<file path="config.mk">
export PLATFORM = sky130hd
export DESIGN_NAME = dram_row_pattern_error_counter
export DESIGN_NICKNAME = d
export VERILOG_FILES = /design/src/hw/rtl/drpec_pkg.sv /design/src/hw/rtl/dram_row_pattern_error_counter.sv /design/src/hw/rtl/drpec_front.sv /design/src/hw/rtl/drpec_queue.sv /design/src/hw/rtl/drpec_back.sv
export SDC_FILE = /design/constraint.sdc
export NUM_CORES = 1
export LEC_CHECK = 0
export BUFFER_PORTS_ARGS = -buffer_cell sky130_fd_sc_hd__buf_4
export CAP_MARGIN = 0
export CORE_ASPECT_RATIO = 1.1
export CORE_UTILIZATION = 55
export DETAILED_ROUTE_END_ITERATION = 12
export PLACE_DENSITY_LB_ADDON = 0.12
export SYNTH_ARGS = -nofsm -noshare
export SYNTH_HDL_FRONTEND = slang
export SYNTH_HIERARCHICAL = 1
export SYNTH_SLANG_ARGS = --single-unit
</file>
<file path="constraint.sdc">
create_clock -name clock -period 8.8 [get_ports clock]
set_clock_uncertainty 0.2 [all_clocks]
set_input_delay 0.44 -clock clock [delete_from_list [all_inputs] [get_ports clock]]
set_output_delay 0.44 -clock clock [all_outputs]
set_load 0.01 [all_outputs]
</file>
<file path="src/hw/rtl/drpec_pkg.sv">
// shared types, constants and helper functions of the dram row pattern error counter
// no dependencies; imported by every module of the block
package drpec_pkg;

   localparam int FLIP_COUNT_BITS = 32;   // width of the cumulative flip totals
   localparam int ROW_COUNT_BITS  = 16;   // width of the saturating row sum
   localparam int FLIP_OUT_BITS   = 32;   // flip total field width on the result
   localparam int ROW_OUT_BITS    = 16;   // row sum field width on the result
   localparam int BEAT_BITS       = 64;
   localparam int BEAT_BYTES      = BEAT_BITS / 8;
   localparam int BEAT_CNT_BITS   = 7;    // 0..64
   localparam int LINE_CNT_BITS   = 10;
   localparam logic [LINE_CNT_BITS-1:0] LINE_SUM_MAX = '1;
   localparam logic [ROW_COUNT_BITS-1:0] ROW_SUM_MAX = '1;

   localparam int QUEUE_DEPTH     = 2;
   localparam int QPTR_BITS       = 1;
   localparam int QCNT_BITS       = 2;

   localparam int CSR_INDEX_BITS  = 2;
   localparam int CSR_DATA_BITS   = 8;

   typedef enum logic [CSR_INDEX_BITS-1:0] {
      CSR_EXPECTED_PATTERN    = 2'd0,
      CSR_ALTERNATE_LINES     = 2'd1,
      CSR_FIRST_LINE_INVERTED = 2'd2
   } csr_index_type;

   typedef struct packed {
      logic [7:0] pattern;
      logic       alternate;
      logic       first_inv;
   } cfg_type;

   // one classified beat as it travels from front to back
   typedef struct packed {
      logic [BEAT_CNT_BITS-1:0] beat_errors;
      logic [BEAT_CNT_BITS-1:0] z2o;
      logic [BEAT_CNT_BITS-1:0] o2z;
      logic                     line_end;
      logic                     row_done;
      logic                     faulty;
   } beat_type;

   typedef struct packed {
      logic                 full;
      logic                 empty;
      logic [QCNT_BITS-1:0] count;
   } qstat_type;

   typedef struct packed {
      logic [BEAT_CNT_BITS-1:0] beat_errors;
      logic [LINE_CNT_BITS-1:0] line_errors;
      logic [ROW_OUT_BITS-1:0]  row_errors;
      logic                     row_fault;
      logic                     row_done;
      logic [FLIP_OUT_BITS-1:0] z2o;
      logic [FLIP_OUT_BITS-1:0] o2z;
   } rsp_type;

   function automatic logic [3:0] ones8(input logic [7:0] v);
      logic [3:0] n;
      n = '0;
      for (int i = 0; i < 8; i++) begin
         n = n + 4'(v[i]);
      end
      return n;
   endfunction

   // pattern that the first line of a row is checked against
   function automatic logic [7:0] load_pattern(input cfg_type c);
      logic [7:0] p;
      p = c.pattern;
      if (c.alternate && c.first_inv) begin
         p = ~c.pattern;
      end
      return p;
   endfunction

endpackage

</file>
<file path="src/hw/rtl/dram_row_pattern_error_counter.sv">
// top level of the dram row pattern error counter: front, beat queue and back
// depends on drpec_pkg, drpec_front, drpec_queue, drpec_back
//
// usage
//  - req channel: one 64-bit read burst beat per request; tlast marks the
//    eighth beat of a cache line, tuser carries row-last-line and line-faulty
//  - rsp channel: one result per request, in order; tlast is row done,
//    tuser is the row fault flag, tdata holds the error counts
//  - csr channel: register writes (pattern, alternation, first line polarity),
//    always ready; only issued while no request is in flight
//  - an accepted request passes through the queue and the back's result register
//  - throughput: one request per cycle while rsp is ready; the popcount of the front
//    end and the accumulators of the back end each handle one beat a cycle
//  - a two-entry queue sits between front and back; when rsp stalls the back
//    holds its result register, the queue fills and req_tready drops once full
//  - reset clears the counts, the queue and the result valid, and loads the
//    register defaults: pattern 0x00, alternation on, first line not inverted
//  - a config write reloads the running pattern but keeps all sums
module dram_row_pattern_error_counter (
   input  logic          clock,
   input  logic          reset,
   // request channel
   input  logic          req_tvalid,
   output logic          req_tready,
   input  logic [63:0]   req_tdata,   // beat_data
   input  logic          req_tlast,   // line_last_beat
   input  logic [1:0]    req_tuser,   // row_last_line, line_faulty
   // result channel
   output logic          rsp_tvalid,
   input  logic          rsp_tready,
   output logic [103:0]  rsp_tdata,   // beat_errors, line_errors, row_errors,
                                      // flips_zero_to_one, flips_one_to_zero, zero fill
   output logic          rsp_tlast,   // row_done
   output logic          rsp_tuser,   // row_fault
   // register write channel
   input  logic          csr_valid,
   output logic          csr_ready,
   input  logic [drpec_pkg::CSR_INDEX_BITS-1:0] csr_index,
   input  logic [drpec_pkg::CSR_DATA_BITS-1:0]  csr_data
);
   import drpec_pkg::*;

   beat_type  front_item;
   beat_type  q_head;
   qstat_type q_stat;
   rsp_type   rsp;
   logic      push;
   logic      pop;
   logic      csr_write;

   // register writes are never held off
   assign csr_ready  = 1'b1;
   assign csr_write  = csr_valid & csr_ready;

   // accept while the queue has a free slot
   assign req_tready = !q_stat.full;
   assign push       = req_tvalid & req_tready;

   drpec_front u_front (
      .clock          (clock),
      .reset          (reset),
      .csr_valid      (csr_write),
      .csr_index      (csr_index),
      .csr_data       (csr_data),
      .push           (push),
      .beat_data      (req_tdata),
      .line_last_beat (req_tlast),
      .row_last_line  (req_tuser[0]),
      .line_faulty    (req_tuser[1]),
      .item           (front_item)
   );

   drpec_queue u_queue (
      .clock     (clock),
      .reset     (reset),
      .push      (push),
      .push_item (front_item),
      .pop       (pop),
      .head      (q_head),
      .stat      (q_stat)
   );

   drpec_back u_back (
      .clock     (clock),
      .reset     (reset),
      .head      (q_head),
      .stat      (q_stat),
      .pop       (pop),
      .rsp_ready (rsp_tready),
      .rsp_valid (rsp_tvalid),
      .rsp       (rsp)
   );

   // pack result fields from the lowest bit up
   assign rsp_tdata = {7'd0, rsp.o2z, rsp.z2o, rsp.row_errors, rsp.line_errors,
                       rsp.beat_errors};
   assign rsp_tlast = rsp.row_done;
   assign rsp_tuser = rsp.row_fault;

`ifndef SYNTHESIS
   // queue occupancy never exceeds its depth
   a_queue_bound: assert property (@(posedge clock) disable iff (reset)
      q_stat.count <= QCNT_BITS'(QUEUE_DEPTH))
      else $error("beat queue overfilled");

   // nothing is pushed into a full queue and nothing is popped from an empty one
   a_queue_flow: assert property (@(posedge clock) disable iff (reset)
      !(push && q_stat.full) && !(pop && q_stat.empty))
      else $error("beat queue push or pop out of turn");

   // a beat can hold at most one error per bit
   a_beat_bound: assert property (@(posedge clock) disable iff (reset)
      rsp_tvalid |-> (rsp_tdata[6:0] <= 7'd64))
      else $error("beat error count out of range");

   // no result is shown right after reset
   a_reset_idle: assert property (@(posedge clock)
      reset |=> !rsp_tvalid)
      else $error("result valid after reset");
`endif

endmodule

</file>
<file path="src/hw/rtl/drpec_front.sv">
// front end: config registers, running expected pattern and per-beat flip classification
// depends on drpec_pkg
module drpec_front (
   input  logic                                 clock,
   input  logic                                 reset,
   input  logic                                 csr_valid,
   input  logic [drpec_pkg::CSR_INDEX_BITS-1:0] csr_index,
   input  logic [drpec_pkg::CSR_DATA_BITS-1:0]  csr_data,
   input  logic                                 push,
   input  logic [drpec_pkg::BEAT_BITS-1:0]      beat_data,
   input  logic                                 line_last_beat,
   input  logic                                 row_last_line,
   input  logic                                 line_faulty,
   output drpec_pkg::beat_type                  item
);
   import drpec_pkg::*;

   cfg_type    cfg_ff, cfg_in;
   logic [7:0] pattern_ff, pattern_in;
   logic [BEAT_BITS-1:0] diff;
   logic [BEAT_CNT_BITS-1:0] z2o_sum, o2z_sum;
   logic [7:0] dbyte;

   always_comb begin
      cfg_in = cfg_ff;
      if (csr_valid) begin
         case (csr_index)
            CSR_EXPECTED_PATTERN:    cfg_in.pattern   = csr_data;
            CSR_ALTERNATE_LINES:     cfg_in.alternate = csr_data[0];
            CSR_FIRST_LINE_INVERTED: cfg_in.first_inv = csr_data[0];
            default:                 cfg_in = cfg_ff;
         endcase
      end
   end

   always_comb begin
      pattern_in = pattern_ff;
      if (csr_valid && (csr_index inside {CSR_EXPECTED_PATTERN, CSR_ALTERNATE_LINES,
                                          CSR_FIRST_LINE_INVERTED})) begin
         pattern_in = load_pattern(cfg_in);
      end else if (push) begin
         if (line_last_beat && row_last_line) begin
            pattern_in = load_pattern(cfg_ff);
         end else if (line_last_beat && cfg_ff.alternate) begin
            pattern_in = ~pattern_ff;
         end
      end
   end

   // per byte: bits read 1 where 0 expected, and read 0 where 1 expected
   always_comb begin
      diff    = beat_data ^ {BEAT_BYTES{pattern_ff}};
      z2o_sum = '0;
      o2z_sum = '0;
      dbyte   = '0;
      for (int k = 0; k < BEAT_BYTES; k++) begin
         dbyte   = diff[8*k +: 8];
         z2o_sum = z2o_sum + BEAT_CNT_BITS'(ones8(dbyte & ~pattern_ff));
         o2z_sum = o2z_sum + BEAT_CNT_BITS'(ones8(dbyte & pattern_ff));
      end
   end

   always_comb begin
      item.faulty      = line_faulty;
      item.line_end    = line_last_beat;
      item.row_done    = line_last_beat & row_last_line;
      item.z2o         = line_faulty ? '0 : z2o_sum;
      item.o2z         = line_faulty ? '0 : o2z_sum;
      item.beat_errors = line_faulty ? '0 : (z2o_sum + o2z_sum);
   end

   always_ff @(posedge clock) begin
      if (reset) begin
         cfg_ff     <= '{pattern: 8'h00, alternate: 1'b1, first_inv: 1'b0};
         pattern_ff <= 8'h00;
      end else begin
         cfg_ff     <= cfg_in;
         pattern_ff <= pattern_in;
      end
   end

endmodule

</file>
<file path="src/hw/rtl/drpec_queue.sv">
// short fifo of classified beats between front and back
// depends on drpec_pkg
module drpec_queue (
   input  logic                 clock,
   input  logic                 reset,
   input  logic                 push,
   input  drpec_pkg::beat_type  push_item,
   input  logic                 pop,
   output drpec_pkg::beat_type  head,
   output drpec_pkg::qstat_type stat
);
   import drpec_pkg::*;

   beat_type             mem_ff [QUEUE_DEPTH];
   logic [QPTR_BITS-1:0] wr_ptr_ff, wr_ptr_in, rd_ptr_ff, rd_ptr_in;
   logic [QCNT_BITS-1:0] count_ff, count_in;

   always_comb begin
      wr_ptr_in = wr_ptr_ff;
      rd_ptr_in = rd_ptr_ff;
      count_in  = count_ff;
      if (push) begin
         wr_ptr_in = wr_ptr_ff + 1'b1;
      end
      if (pop) begin
         rd_ptr_in = rd_ptr_ff + 1'b1;
      end
      if (push && !pop) begin
         count_in = count_ff + QCNT_BITS'(1);
      end else if (pop && !push) begin
         count_in = count_ff - QCNT_BITS'(1);
      end
   end

   always_ff @(posedge clock) begin
      if (reset) begin
         wr_ptr_ff <= '0;
         rd_ptr_ff <= '0;
         count_ff  <= '0;
      end else begin
         wr_ptr_ff <= wr_ptr_in;
         rd_ptr_ff <= rd_ptr_in;
         count_ff  <= count_in;
      end
   end

   always_ff @(posedge clock) begin
      if (push) begin
         mem_ff[wr_ptr_ff] <= push_item;
      end
   end

   assign head       = mem_ff[rd_ptr_ff];
   assign stat.count = count_ff;
   assign stat.full  = (count_ff == QCNT_BITS'(QUEUE_DEPTH));
   assign stat.empty = (count_ff == '0);

endmodule

</file>
<file path="src/hw/rtl/drpec_back.sv">
// back end: line, row and flip accumulators plus the result register
// depends on drpec_pkg
module drpec_back (
   input  logic                 clock,
   input  logic                 reset,
   input  drpec_pkg::beat_type  head,
   input  drpec_pkg::qstat_type stat,
   output logic                 pop,
   input  logic                 rsp_ready,
   output logic                 rsp_valid,
   output drpec_pkg::rsp_type   rsp
);
   import drpec_pkg::*;

   logic [LINE_CNT_BITS-1:0]   line_ff, line_in;
   logic [ROW_COUNT_BITS-1:0]  row_ff, row_in;
   logic                       fault_ff, fault_in;
   logic [FLIP_COUNT_BITS-1:0] z2o_ff, z2o_in, o2z_ff, o2z_in;
   logic                       valid_ff, valid_in;
   rsp_type                    rsp_ff, rsp_in;
   logic [LINE_CNT_BITS:0]     line_sum;
   logic [ROW_COUNT_BITS:0]    row_sum;
   logic [LINE_CNT_BITS-1:0]   line_new;
   logic [ROW_COUNT_BITS-1:0]  row_new;
   logic                       fault_new;
   logic [FLIP_COUNT_BITS-1:0] z2o_new, o2z_new;

   assign pop = !stat.empty && (!valid_ff || rsp_ready);

   always_comb begin
      line_sum  = {1'b0, line_ff} + (LINE_CNT_BITS+1)'(head.beat_errors);
      row_sum   = {1'b0, row_ff} + (ROW_COUNT_BITS+1)'(head.beat_errors);
      line_new  = line_sum[LINE_CNT_BITS] ? LINE_SUM_MAX : line_sum[LINE_CNT_BITS-1:0];
      row_new   = row_sum[ROW_COUNT_BITS] ? ROW_SUM_MAX : row_sum[ROW_COUNT_BITS-1:0];
      fault_new = fault_ff | head.faulty;
      z2o_new   = z2o_ff + FLIP_COUNT_BITS'(head.z2o);
      o2z_new   = o2z_ff + FLIP_COUNT_BITS'(head.o2z);

      line_in  = line_ff;
      row_in   = row_ff;
      fault_in = fault_ff;
      z2o_in   = z2o_ff;
      o2z_in   = o2z_ff;
      rsp_in   = rsp_ff;
      valid_in = valid_ff && !rsp_ready;
      if (pop) begin
         valid_in           = 1'b1;
         rsp_in.beat_errors = head.beat_errors;
         rsp_in.line_errors = line_new;
         rsp_in.row_errors  = ROW_OUT_BITS'(row_new);
         rsp_in.row_fault   = fault_new;
         rsp_in.row_done    = head.row_done;
         rsp_in.z2o         = FLIP_OUT_BITS'(z2o_new);
         rsp_in.o2z         = FLIP_OUT_BITS'(o2z_new);
         z2o_in   = z2o_new;
         o2z_in   = o2z_new;
         line_in  = head.line_end ? '0 : line_new;
         row_in   = head.row_done ? '0 : row_new;
         fault_in = head.row_done ? 1'b0 : fault_new;
      end
   end

   always_ff @(posedge clock) begin
      if (reset) begin
         line_ff  <= '0;
         row_ff   <= '0;
         fault_ff <= 1'b0;
         z2o_ff   <= '0;
         o2z_ff   <= '0;
         valid_ff <= 1'b0;
      end else begin
         line_ff  <= line_in;
         row_ff   <= row_in;
         fault_ff <= fault_in;
         z2o_ff   <= z2o_in;
         o2z_ff   <= o2z_in;
         valid_ff <= valid_in;
      end
   end

   always_ff @(posedge clock) begin
      rsp_ff <= rsp_in;
   end

   assign rsp_valid = valid_ff;
   assign rsp       = rsp_ff;

endmodule

</file>
==> impl_metrics.tcl <==
set metrics [dict create \
    dp_hpwl_um 26600 \
    finalHoldViolCount 0 \
    setup_tns_ns 0 \
    slowest_delay_ns 0.69 \
    setup_viol 0 \
    status "complete, but fails checks" \
    grt_pass1_vias 11400 \
    core_area_sq_um 29000 \
    layout-area-overhead-vs-synth_pct 16.1 \
    clock_path_buffers 3 \
    diodes 0 \
    ys_warn_count 6 \
    report.final.slew_viol_count 0 \
    path_clk_slew_ns 0.06 \
    r2r_start "u_front/pattern_ff[5]$_SDFFE_PP0P_" \
    h-tree-depth 1 \
    grt_pass1_wl_um 56800 \
    wire_per_inst_um 16.9 \
    cp-startpoint "u_front/pattern_ff[5]$_SDFFE_PP0P_" \
    synthCells 1539 \
    busiest_layer "met2" \
    die_y_um 183 \
    synth_cell_types 79 \
    crit_family "adder cells" \
    worst_slew_pin_slew_ns 1.16 \
    synth_area_leader_cell "edfxtp_1" \
    synth_area_sq_um 16400 \
    rsz0062_at_grt "no" \
    drive_gt1_share_pct 16.7 \
    crit_slowest_cell "dfxtp_1" \
    async_flop_share_pct 0 \
    io_pins 191 \
    grt_max_degree 85 \
    hold_class "in -> reg" \
    cts_resized 0 \
    layout_commonest_cell "buf_4" \
    ff_latch_area_sq_um 6720 \
    yosys-top-cells-area "edfxtp_1 (27%), dfxtp_1 (14%), fa_1 (14%), ha_1 (5.0%), xnor2_1 (4.1%)" \
    maxCapViolCount 0 \
    endpoint "u_queue/mem_ff[0][23]$_DFFE_PP_" \
    track_usage_pct 23.2 \
    drtIter0Drc 760 \
    use_met1_pct 29.2 \
    ant_nets 0 \
    r2r_slack_ns 0.74 \
    io_buffers 182 \
    worst_ep_arrival_time_ns 8.14 \
    clkLatencyLatePin_ns 0.55 \
    start_kind "flop" \
    crit_type "reg -> reg" \
    slew_headroom_pct 22.3 \
    row_count 65 \
    end_kind "flop" \
    r2r-end "u_queue/mem_ff[0][23]$_DFFE_PP_" \
    antenna_found_initial 0 \
    reg2regPathDepth 22 \
    path_max_fanout 18 \
    multi_input_area_sq_um 8990 \
    cp.depth 22 \
    synth_enable_flop_cells 147 \
    die_w_um 167 \
    grt.met2_usage_pct 42.1 \
    grt_remaining_overflow 0 \
    first_pass_iters 9 \
    crit_chain "nand2b_1 -> fa_1 -> fa_1 -> fa_1 -> fa_1 -> fa_1 -> fa_1 -> fa_1 -> fa_1 -> inv_1 -> ha_1 -> inv_1 -> fa_1 -> nor2b_1 -> o31ai_1 -> a21boi_0 -> ha_1 -> o21ai_0 -> o21ai_1 -> a21oi_1 -> xnor2_1 -> mux2_1" \
    place_congestion 0.933 \
    fill_cells 2303 \
    cts_tree "yes" \
    num_vias 11500 \
    critPathMostFrequentCell "fa_1" \
    use_met3_pct 2.50 \
    fin_crit_ns 8.06 \
    post_drt_via_cell_ratio 5.47 \
    critPathBufInv 2 \
    layout_common_cells "buf_4 (190), edfxtp_1 (147), nor2_1 (125), dfxtp_1 (115), fa_1 (113)" \
    initial_core_util_pct 56.5 \
    synth-main-ff-cell "edfxtp_1" \
    clock-root-buffer "clkbuf_16" \
    die-area_sq_um 30500 \
    syn_avg_cell_area_sq_um 10.7 \
    required_ns 8.88 \
    violations "design-rule violations" \
    synth_seq_cells 262 \
    finalCritPeriodShare_pct 91.6 \
    drc 12 \
    yosysTopAreaCellShare_pct 26.9 \
    wl_um 35300 \
    nNetsFinal 1968 \
    clock_sinks 262 \
    fmax_mhz 124 \
    numCtsBuffers 28 \
    ys_seq_area_share_pct 41.0 \
]
flip-flops by register name, summed over array words and instances (netlist names), named ones only:
register and cells:
u_back/rsp 99, u_queue/mem_ff 48, u_back/o2z_ff 32, u_back/z2o_ff 32, u_back/row_ff 16, u_back/line_ff 10
u_front/cfg_ff 10, u_front/pattern_ff 8, u_queue/count_ff 2, u_back/fault_ff 1, u_back/rsp_valid 1, u_queue/rd_ptr_ff 1
u_queue/wr_ptr_ff 1
how the worst min path moves through the flow:
| stage | from | end | slack (ns) | cells past startpoint |
|---|---|---|---|---|
| finish | reset | u_back/z2o_ff[20]$_SDFFE_PP0P_ | 0.09 | 2 |
| detailed placement | u_back/z2o_ff[3]$_SDFFE_PP0P_ | u_back/z2o_ff[3]$_SDFFE_PP0P_ | 0.25 | 2 |
| global route | req_tuser[0] | u_queue/mem_ff[1][1]$_DFFE_PP_ | 0.09 | 2 |
| CTS | req_tuser[0] | u_queue/mem_ff[1][1]$_DFFE_PP_ | 0.08 | 2 |
| floorplan | u_back/fault_ff$_SDFFE_PP0P_ | u_back/fault_ff$_SDFFE_PP0P_ | 0.23 | 2 |
| global placement | u_back/line_ff[0]$_SDFFE_PP0P_ | u_back/line_ff[0]$_SDFFE_PP0P_ | 0.25 | 2 |
through the flow:
| step | setup slack, ns | util, % | std cells | cell area [sq um] | hold WS, ns |
|---|---|---|---|---|---|
| after global routing | 0.373 | 65.5 | 2097 | 19000 | 0.0928 |
| final | 0.737 | 65.5 | 2097 | 19000 | 0.0875 |
| after floorplan | 1.22 | - | 1545 | 16400 | 0.229 |
| after CTS | 0.762 | 65.5 | 2097 | 19000 | 0.0757 |
| after detailed placement | 0.819 | 62.0 | 2035 | 18000 | 0.251 |
| after global placement | 0.945 | 62.0 | 2035 | 18000 | 0.246 |
Yosys cell counts (14+ instances only):
| library cell | number |
|---|---|
| clkbuf_1 | 38 |
| nor2b_1 | 86 |
| inv_1 | 106 |
| nor3_1 | 20 |
| fa_1 | 113 |
| a21o_1 | 15 |
| nand4_1 | 30 |
| nand2b_1 | 72 |
| mux2_2 | 28 |
| mux2i_1 | 14 |
| ha_1 | 65 |
| xnor2_1 | 76 |
| xor2_1 | 71 |
| dfxtp_1 | 115 |
| a21oi_1 | 61 |
| edfxtp_1 | 147 |
| o22ai_1 | 16 |
| o21ai_0 | 25 |
| and3_1 | 18 |
| nand2_1 | 96 |
| nor2_1 | 125 |
| nand3_1 | 34 |
area by class of cell:
type / count / share of cell area (%)
inverters: 106 / 2.12
flip-flops and latches: 262 / 35.3
well taps: 368 / 2.42
clock inverters: 18 / 0.927
repair buffers: 201 / 8.07
clock buffers: 33 / 3.94
multi-input cells: 1109 / 47.2
per-layer routing:
metal,up-vias,part of all wire (%)
met5,-,0
met4,0,2.4
met3,44,4.3
met2,294,50
met1,5546,43
li1,5578,-
worst reg2reg max path, delay by kind of cell, from the launching register on:
family	cells	cell delay, ns
buffers and inverters	2	0.11
muxes	1	0.35
DFF	1	0.69
adders and majority gates	11	5.02
xor gates and xnor gates	1	0.14
AOI/OAI and AO/OA	5	1.04
and+or+nand+nor	2	0.24
kinds of logic after synthesis:
| logic type | after synthesis | share of synthesized area [%] |
|---|---|---|
| AO/OA/AOI/OAI | 192 | 7.81 |
| XOR/XNOR | 147 | 7.85 |
| adder cells (fa/ha/maj) | 178 | 18.8 |
| buffers and inverters | 174 | 4.43 |
| flip-flops | 262 | 41.0 |
| multiplexers | 43 | 2.85 |
| other | 2 | 0.0458 |
| AND/OR/NAND/NOR | 541 | 17.3 |
repair_timing:
action,4_1_cts,5_1_grt
setup buffers,0,0
hold buffers,11,0
hold endpoints to repair,12,0
Power is left out: the tool's default activity adds up to more than one toggle a clock period on the data nets, which glitch-free logic cannot reach.
